===== src/hdl/sbe_pkg.sv =====
// shared types and codes for the stack bytecode executor
package sbe_pkg;

    // operation codes carried in req_type
    localparam logic [2:0] REQ_PUSH  = 3'd0;
    localparam logic [2:0] REQ_ADD   = 3'd1;
    localparam logic [2:0] REQ_SUB   = 3'd2;
    localparam logic [2:0] REQ_STORE = 3'd3;
    localparam logic [2:0] REQ_CALL  = 3'd4;

    typedef enum logic [2:0] {
        ST_OK     = 3'd0,
        ST_UNDER  = 3'd1,
        ST_OVER   = 3'd2,
        ST_BADSYM = 3'd3,
        ST_CALL   = 3'd4
    } status_t;

    typedef enum logic [1:0] {
        STK_HOLD    = 2'd0,
        STK_PUSH    = 2'd1,
        STK_REPLACE = 2'd2,
        STK_POP2    = 2'd3
    } stk_cmd_t;

    // one update command for the stack slots
    typedef struct packed {
        stk_cmd_t    cmd;
        logic [63:0] value;
    } stk_req_t;

    // one result beat
    typedef struct packed {
        status_t            status;
        logic [4:0]         depth_now;
        logic signed [63:0] top_value;
        logic               store_done;
        logic [3:0]         store_slot;
        logic signed [63:0] store_data;
    } result_t;

endpackage


===== src/hdl/sbe_ifs.sv =====
// valid/ready channel interfaces for instruction and result beats

interface sbe_instr_if;
    logic               valid;
    logic               ready;
    logic [2:0]         req_type;
    logic signed [63:0] operand;

    modport source (output valid, output req_type, output operand, input ready);
    modport sink   (input valid, input req_type, input operand, output ready);
endinterface

interface sbe_result_if;
    logic               valid;
    logic               ready;
    logic [2:0]         status;
    logic [4:0]         depth_now;
    logic signed [63:0] top_value;
    logic               store_done;
    logic [3:0]         store_slot;
    logic signed [63:0] store_data;

    modport source (output valid, output status, output depth_now, output top_value,
                    output store_done, output store_slot, output store_data,
                    input ready);
    modport sink   (input valid, input status, input depth_now, input top_value,
                    input store_done, input store_slot, input store_data,
                    output ready);
endinterface


===== src/hdl/sbe_stack.sv =====
// evaluation stack as a row of shifting slots, top at slot 0
module sbe_stack #(
    parameter int STACK_DEPTH = 16
) (
    input  logic                           clk,
    input  logic                           rst_n,
    input  sbe_pkg::stk_req_t              req,
    output logic [$clog2(STACK_DEPTH+1)-1:0] count,
    output logic [63:0]                    top0,
    output logic [63:0]                    top1,
    output logic [63:0]                    top2
);
    import sbe_pkg::*;

    localparam int CW = $clog2(STACK_DEPTH + 1);

    logic [63:0]   slot_reg  [STACK_DEPTH];
    logic [63:0]   slot_next [STACK_DEPTH];
    logic [CW-1:0] count_reg;
    logic [CW-1:0] count_next;

    for (genvar i = 0; i < STACK_DEPTH; i++) begin : g_slot
        logic [63:0] from_above;
        logic [63:0] from_below1;
        logic [63:0] from_below2;
        logic [63:0] nxt;

        if (i == 0) begin : g_top
            assign from_above = req.value;
        end else begin : g_mid
            assign from_above = slot_reg[i-1];
        end

        if (i + 1 < STACK_DEPTH) begin : g_b1
            assign from_below1 = slot_reg[i+1];
        end else begin : g_b1_end
            assign from_below1 = slot_reg[i];
        end

        if (i + 2 < STACK_DEPTH) begin : g_b2
            assign from_below2 = slot_reg[i+2];
        end else begin : g_b2_end
            assign from_below2 = slot_reg[i];
        end

        always_comb
        begin
            unique case (req.cmd)
                STK_PUSH:    nxt = from_above;
                STK_REPLACE: nxt = (i == 0) ? req.value : from_below1;
                STK_POP2:    nxt = from_below2;
                default:     nxt = slot_reg[i];
            endcase
        end

        assign slot_next[i] = nxt;
    end

    always_ff @(posedge clk)
    begin
        for (int i = 0; i < STACK_DEPTH; i++)
        begin
            slot_reg[i] <= slot_next[i];
        end
    end

    always_comb
    begin
        unique case (req.cmd)
            STK_PUSH:    count_next = count_reg + CW'(1);
            STK_REPLACE: count_next = count_reg - CW'(1);
            STK_POP2:    count_next = count_reg - CW'(2);
            default:     count_next = count_reg;
        endcase
    end

    always_ff @(posedge clk or negedge rst_n)
    begin
        if (!rst_n)
        begin
            count_reg <= '0;
        end
        else
        begin
            count_reg <= count_next;
        end
    end

    assign count = count_reg;
    assign top0  = slot_reg[0];
    assign top1  = slot_reg[1];

    if (STACK_DEPTH > 2) begin : g_top2
        assign top2 = slot_reg[2];
    end else begin : g_no_top2
        assign top2 = '0;
    end

endmodule


===== src/hdl/stack_bytecode_executor.sv =====
// top level of the stack bytecode executor
//
// executes one stack instruction per instruction beat and returns exactly one result
// beat for it. the block takes one instruction every cycle while instr.ready is high:
// decode, the 64-bit add or subtract and the error checks form a single combinational
// pass from the stack slot registers to the result register, and the evaluation stack
// is a row of STACK_DEPTH registered slots that shift by zero, one or two places per
// cycle with the top three entries always at hand. each result is registered in the
// output register, or in the single skid entry while the consumer stalls; instr.ready
// drops only while both hold beats, and rises as soon as the consumer takes one. push
// places the operand on the stack, add and subtract pop rhs (top) and lhs and push
// the wrapping result, store pops the value and the symbol index below it. the symbol
// write itself is delivered on the result beat (store_done, store_slot, store_data)
// for the symbol memory that sits downstream. call, unknown operations, underflow,
// overflow and an index not below SYMBOL_COUNT report an error status and change
// nothing. after reset the stack is empty; no clearing pass is needed.
module stack_bytecode_executor #(
    parameter int STACK_DEPTH  = 16,
    parameter int SYMBOL_COUNT = 16
) (
    input  logic          clk,
    input  logic          rst_n,
    sbe_instr_if.sink     instr,
    sbe_result_if.source  result
);
    import sbe_pkg::*;

    localparam int CW = $clog2(STACK_DEPTH + 1);

    // stack view and command
    stk_req_t      stk_req;
    logic [CW-1:0] stk_count;
    logic [63:0]   top0;
    logic [63:0]   top1;
    logic [63:0]   top2;

    // output register and skid entry
    result_t result_reg;
    result_t result_next;
    logic    out_valid_reg;
    logic    out_valid_next;
    result_t skid_reg;
    result_t skid_next;
    logic    skid_valid_reg;
    logic    skid_valid_next;

    logic    accept;
    result_t res_new;
    stk_cmd_t cmd;
    logic [63:0]   alu_value;
    logic [CW-1:0] count_after;
    logic [CW+4:0] count_ext;
    logic          full;
    logic          has2;

    assign instr.ready = !skid_valid_reg;
    assign accept      = instr.valid && instr.ready;

    assign full = (stk_count == CW'(STACK_DEPTH));
    assign has2 = (stk_count >= CW'(2));

    // add or subtract of the top two entries, lhs below rhs
    assign alu_value = (instr.req_type == REQ_SUB) ? (top1 - top0) : (top1 + top0);

    // decode and checks for one instruction
    always_comb
    begin
        cmd                = STK_HOLD;
        count_after        = stk_count;
        res_new.status     = ST_OK;
        res_new.top_value  = (stk_count == '0) ? 64'sd0 : $signed(top0);
        res_new.store_done = 1'b0;
        res_new.store_slot = 4'd0;
        res_new.store_data = 64'sd0;

        unique case (instr.req_type) inside
            REQ_PUSH:
            begin
                if (full)
                begin
                    res_new.status = ST_OVER;
                end
                else
                begin
                    cmd               = STK_PUSH;
                    count_after       = stk_count + CW'(1);
                    res_new.top_value = instr.operand;
                end
            end
            REQ_ADD, REQ_SUB:
            begin
                if (!has2)
                begin
                    res_new.status = ST_UNDER;
                end
                else
                begin
                    cmd               = STK_REPLACE;
                    count_after       = stk_count - CW'(1);
                    res_new.top_value = $signed(alu_value);
                end
            end
            REQ_STORE:
            begin
                if (!has2)
                begin
                    res_new.status = ST_UNDER;
                end
                else if (top1 >= 64'(SYMBOL_COUNT))
                begin
                    // symbol index beyond the store
                    res_new.status = ST_BADSYM;
                end
                else
                begin
                    cmd                = STK_POP2;
                    count_after        = stk_count - CW'(2);
                    res_new.top_value  = (stk_count > CW'(2)) ? $signed(top2) : 64'sd0;
                    res_new.store_done = 1'b1;
                    res_new.store_slot = top1[3:0];
                    res_new.store_data = $signed(top0);
                end
            end
            default:
            begin
                // call and unused codes
                res_new.status = ST_CALL;
            end
        endcase

        count_ext         = {5'd0, count_after};
        res_new.depth_now = count_ext[4:0];
    end

    // stack moves only on an accepted beat
    assign stk_req.cmd   = accept ? cmd : STK_HOLD;
    assign stk_req.value = (instr.req_type == REQ_PUSH) ? instr.operand : alu_value;

    sbe_stack #(
        .STACK_DEPTH (STACK_DEPTH)
    ) u_stack (
        .clk   (clk),
        .rst_n (rst_n),
        .req   (stk_req),
        .count (stk_count),
        .top0  (top0),
        .top1  (top1),
        .top2  (top2)
    );

    // output register with one skid entry behind it
    always_comb
    begin
        result_next     = result_reg;
        out_valid_next  = out_valid_reg;
        skid_next       = skid_reg;
        skid_valid_next = skid_valid_reg;

        if (!out_valid_reg || result.ready)
        begin
            if (skid_valid_reg)
            begin
                result_next     = skid_reg;
                out_valid_next  = 1'b1;
                skid_valid_next = 1'b0;
            end
            else
            begin
                result_next    = res_new;
                out_valid_next = accept;
            end
        end
        else if (accept)
        begin
            // consumer stalled, park the new beat
            skid_next       = res_new;
            skid_valid_next = 1'b1;
        end
    end

    always_ff @(posedge clk or negedge rst_n)
    begin
        if (!rst_n)
        begin
            out_valid_reg  <= 1'b0;
            skid_valid_reg <= 1'b0;
        end
        else
        begin
            out_valid_reg  <= out_valid_next;
            skid_valid_reg <= skid_valid_next;
        end
    end

    always_ff @(posedge clk)
    begin
        result_reg <= result_next;
        skid_reg   <= skid_next;
    end

    assign result.valid      = out_valid_reg;
    assign result.status     = result_reg.status;
    assign result.depth_now  = result_reg.depth_now;
    assign result.top_value  = result_reg.top_value;
    assign result.store_done = result_reg.store_done;
    assign result.store_slot = result_reg.store_slot;
    assign result.store_data = result_reg.store_data;

    // stack never holds more than its depth
    a_count_bound: assert property (@(posedge clk) disable iff (!rst_n)
        stk_count <= CW'(STACK_DEPTH))
        else $error("stack count beyond depth");

    // skid entry is only used behind a waiting output beat
    a_skid_order: assert property (@(posedge clk) disable iff (!rst_n)
        skid_valid_reg |-> out_valid_reg)
        else $error("skid beat without output beat");

    // an accepted push on a stack with room grows it by one
    a_push_grows: assert property (@(posedge clk) disable iff (!rst_n)
        (accept && instr.req_type == REQ_PUSH && !full)
        |=> stk_count == $past(stk_count) + CW'(1))
        else $error("push did not grow the stack");

    // a store on the result beat always reports success
    a_store_ok: assert property (@(posedge clk) disable iff (!rst_n)
        (out_valid_reg && result_reg.store_done) |-> result_reg.status == ST_OK)
        else $error("store beat with error status");

endmodule

===== src/flat_wrapper.sv =====
// flat-port wrapper written by rule: the top's interface ports become plain ports
module stack_bytecode_executor_flat import sbe_pkg::*;
#(
    parameter int STACK_DEPTH  = 16,
    parameter int SYMBOL_COUNT = 16
)
  (clk, rst_n, instr_valid, instr_req_type, instr_operand, instr_ready, result_valid, result_status, result_depth_now, result_top_value, result_store_done, result_store_slot, result_store_data, result_ready);
  sbe_instr_if instr_i ();
  sbe_result_if result_i ();
  input  logic clk;
  input  logic rst_n;
  input wire logic [$bits(instr_i.valid)-1:0] instr_valid;
  input wire logic [$bits(instr_i.req_type)-1:0] instr_req_type;
  input wire logic [$bits(instr_i.operand)-1:0] instr_operand;
  output wire logic [$bits(instr_i.ready)-1:0] instr_ready;
  output wire logic [$bits(result_i.valid)-1:0] result_valid;
  output wire logic [$bits(result_i.status)-1:0] result_status;
  output wire logic [$bits(result_i.depth_now)-1:0] result_depth_now;
  output wire logic [$bits(result_i.top_value)-1:0] result_top_value;
  output wire logic [$bits(result_i.store_done)-1:0] result_store_done;
  output wire logic [$bits(result_i.store_slot)-1:0] result_store_slot;
  output wire logic [$bits(result_i.store_data)-1:0] result_store_data;
  input wire logic [$bits(result_i.ready)-1:0] result_ready;
  assign instr_i.valid = instr_valid;
  assign instr_i.req_type = instr_req_type;
  assign instr_i.operand = instr_operand;
  assign instr_ready = instr_i.ready;
  assign result_valid = result_i.valid;
  assign result_status = result_i.status;
  assign result_depth_now = result_i.depth_now;
  assign result_top_value = result_i.top_value;
  assign result_store_done = result_i.store_done;
  assign result_store_slot = result_i.store_slot;
  assign result_store_data = result_i.store_data;
  assign result_i.ready = result_ready;
  stack_bytecode_executor #(.STACK_DEPTH(STACK_DEPTH), .SYMBOL_COUNT(SYMBOL_COUNT)) u_core (.clk(clk), .rst_n(rst_n), .instr(instr_i), .result(result_i));
endmodule

===== config.mk =====
export PLATFORM = sky130hd
export DESIGN_NAME = stack_bytecode_executor_flat
export DESIGN_NICKNAME = d
export VERILOG_FILES = /design/src/hdl/sbe_pkg.sv /design/src/hdl/sbe_ifs.sv /design/src/hdl/sbe_stack.sv /design/src/hdl/stack_bytecode_executor.sv /design/src/flat_wrapper.sv
export SDC_FILE = /design/constraint.sdc
export NUM_CORES = 2
export LEC_CHECK = 0
export ABC_CLOCK_PERIOD_IN_PS = 28400
export BUFFER_PORTS_ARGS = -buffer_cell sky130_fd_sc_hd__buf_4
export CAP_MARGIN = 20
export CORE_ASPECT_RATIO = 1.25
export CORE_UTILIZATION = 50
export CTS_CLUSTER_DIAMETER = 150
export DETAILED_ROUTE_END_ITERATION = 6
export PLACE_DENSITY_LB_ADDON = 0.05
export SLEW_MARGIN = 25
export SYNTH_ARGS = -nofsm -noshare
export SYNTH_HDL_FRONTEND = slang
export SYNTH_SLANG_ARGS = --single-unit

===== constraint.sdc =====
create_clock -name clk -period 28.4 [get_ports clk]
set_input_delay 5.68 -clock clk [delete_from_list [all_inputs] [get_ports clk]]
set_output_delay 5.68 -clock clk [all_outputs]
set_load 0.005 [all_outputs]

==> results.md <==
* Status: finished, violations left
* Failing checks: DRC
* Setup bufs post-CTS at 0
* Synth Flop Type: edfxtp_1
* CTS buffer count at between 100 and 150
* Post-Syn Instances at 5,921
* Area growth from synthesis to layout at 10.8%
* DR DRC count at 2
* Setup TNS at 0 ps
* N_diodes at 0
* Final net count at 6,052
* GRT overflow at 0
* H-tree Lvls at 4
* HP Class: register to register
* Final setup fails at 0
* Worst reg-to-reg path cell count at 12
* Sequential power share at slightly above 50%
* Root Buffer: clkbuf_16
* VDD IR max at between 0.04 and 0.05 mV
* Vias in the first global route at 43,300
* Fin crit period at about 11,000 ps
* P_sw at 1.15 mW
* Antenna Violating Nets Remaining at 0
* Max_cap viols at 0
* Worst Tran Pin Value at 1140 ps
* LEAKAGE at between 20 and 30 nW
* Drt initial violations at 5,687
* Register area share after synthesis at 60.5%
* Ys Warns at 0
* Post-synth EDFFs at about 1,300
* Switching part of the total at 25.3%
* Final setup skew at 30.0 ps
* IO Pins at between 200 and 250
* Via count at 47,000
* Global-route wire length before repair at 265,000 µm
* Min Hold Slack at 476 ps
* Reg clk slew, reported paths at 60 ps
* RSZ-0062 raised after global routing: no
* Combinational power share at between 10 and 15%
* Hold depth at 0
* Post-CTS resize count at 0
* Hold Vio Cnt, Final at 0
* Clock power frac at 37.2%
* Slew margin rel. at 24.0%
* Post-DR vias/cell at 6.09
* Die Area at 132,000 µm²
* Share of layout cells above drive strength 1 at 11.5%
* Crit path max fanout at 129
* Required time of the critical path at approximately 29,000 ps
* Drt wl/cell at between 20 and 25 µm
* Largest net degree at the start of global routing at around 240
* Die width at 325 µm
* CTS tree: done
* CTS Buffer Depth at 3
* Placement row count at 147
* Total Routing Usage GR at 25.8%
* TritonCTS Sinks at around 1,300
* Fin crit share at around 37%
* PortBufs at 213
* Syn Nets at 6,067
* Hold Buf Count CTS at 0
* Mapped cell area at 65,100 µm²
* Cell Pwr Density at 63.2 nW/µm²
* DP HPWL at 112,000 µm
* RePlAce Congestion at a little under 1
* Startpoint types: input port
* Post-synth cell types at between 80 and 90
* Initial antenna violation count at 1
* Max Slew Vio Count at 0
* Setup crit end kind: register
* Synthesized area per cell at 11.0 µm²
* Worst Setup Path Type: input port to register
* Die height at 405 µm
* Core Area at 129,000 µm²
* Max FFs per register at roughly 1,000
* Initial Util at 50.5%
* Fillcell total at 11,300
* Async S/R FF share, synth at 0.533%
* Achievable Freq at between 90 and 100 MHz
* Worst-skew pair later-pin latency at 780 ps
* Int Pwr at 3.40 mW
* TritonRoute pass-1 iters at 7
* Drt total wl at 174,000 µm
* Crit path arrival time at between 10,000 and 15,000 ps
* Seq cells post-synth at 1,313
power by group through the flow:
stage          Combinational [mW]  Clock (mW)  Sequential [mW]
2_1_floorplan               0.342           0             2.40
3_3_place_gp                0.509           0             2.38
3_5_place_dp                0.512           0             2.38
4_1_cts                     0.516        1.73             2.34
5_1_grt                     0.568        1.80             2.35
6_report                    0.519        1.69             2.34
cells in the mapped netlist, types with 22 or more instances:
| library cell | n | share of area (%) |
|---|---|---|
| clkbuf_1 | 398 | 2.3 |
| nor4_1 | 24 | 0.23 |
| xor2_1 | 48 | 0.65 |
| a221o_1 | 26 | 0.40 |
| nor3_1 | 27 | 0.21 |
| edfxtp_1 | 1306 | 60 |
| a22oi_1 | 836 | 9.6 |
| mux2i_1 | 30 | 0.46 |
| a221oi_1 | 32 | 0.43 |
| a21o_1 | 31 | 0.36 |
| inv_1 | 40 | 0.23 |
| mux2_2 | 190 | 3.3 |
| nor2_1 | 113 | 0.65 |
| o31ai_1 | 23 | 0.27 |
| a21oi_1 | 186 | 1.4 |
| ha_1 | 74 | 1.4 |
| o21ai_0 | 134 | 1.0 |
| nand3_1 | 22 | 0.17 |
| xnor2_1 | 81 | 1.1 |
| and2_1 | 67 | 0.64 |
| nand2_1 | 1925 | 11 |
logic make-up after synthesis:
group | count (synthesis) | share of synthesized area [%]
mux | 220 | 3.75
fa+ha+maj | 75 | 1.45
simple gates | 2269 | 14.0
flops | 1313 | 60.5
compound gates | 1441 | 15.7
buf+inv | 473 | 2.77
xor+xnor | 130 | 1.76
area by class of cell:
cell class	count	area, µm²	area share, %
repair buffers	279	2290	3.18
multi-input cells	4135	24000	33.3
flip-flops and latches	1313	39400	54.6
clock inverters	60	485	0.673
well taps	1713	2140	2.97
inverters	40	160	0.222
clock buffers	178	3650	5.06
critical path: stages:
cell	delay, ps
buf_4	320
nor3_2	250
buf_4	510
o21ai_0	420
ha_4	330
inv_8	670
buf_4	900
buf_4	880
buf_4	790
cell usage in the layout (no fill, tap or decap), types with 26 or more instances in the layout:
cell	instances
o21ai_0	134
inv_1	38
mux2i_1	30
clkbuf_16	140
a22oi_1	836
xnor2_1	81
edfxtp_1	1306
a21oi_1	186
and2_1	67
ha_1	70
a221o_1	26
buf_4	263
clkbuf_1	38
a221oi_1	32
a21o_1	31
xor2_1	48
nand2_1	1924
mux2_2	190
nor2_1	110
metal layers:
metal,vias up,part of all wire (%),wire length [µm],global-route usage [%]
li1,21900,-,-,-
met1,23000,48,82800,40.8
met2,1856,42,72900,35.7
met3,262,7.2,12600,3.52
met4,0,3.3,5730,9.14
met5,-,0,0,0
per-stage QoR:
step	power, mW	area, µm²	worst slack [ps]	utilization [%]	std cells
after CTS	4.59	72000	17650	55.9	7714
after detailed placement	2.89	67800	16810	52.7	7476
final	4.56	72100	17870	56.0	7718
after global placement	2.89	67800	16840	52.7	7476
after global routing	4.72	72100	17560	56.0	7718
after floorplan	2.74	65100	917	-	5921
worst paths after layout:
path / startpoint / endpoint / slack [ps]
max reg2reg: u_core.u_stack.slot_reg[0][70] / u_core.u_stack.slot_reg[1][169] / 21430
min reg2reg: u_core.u_stack.slot_reg[1][390] / u_core.u_stack.slot_reg[1][454] / 480
min in group asynchronous: rst_n / u_core.u_stack.count[3] / 4730
min: u_core.u_stack.slot_reg[1][390] / u_core.u_stack.slot_reg[1][454] / 480
max in group asynchronous: rst_n / u_core.skid_valid_reg / 23530
max: instr_req_type[2] / u_core.u_stack.slot_reg[1][169] / 17870
Power figures use the tool's default switching activity.
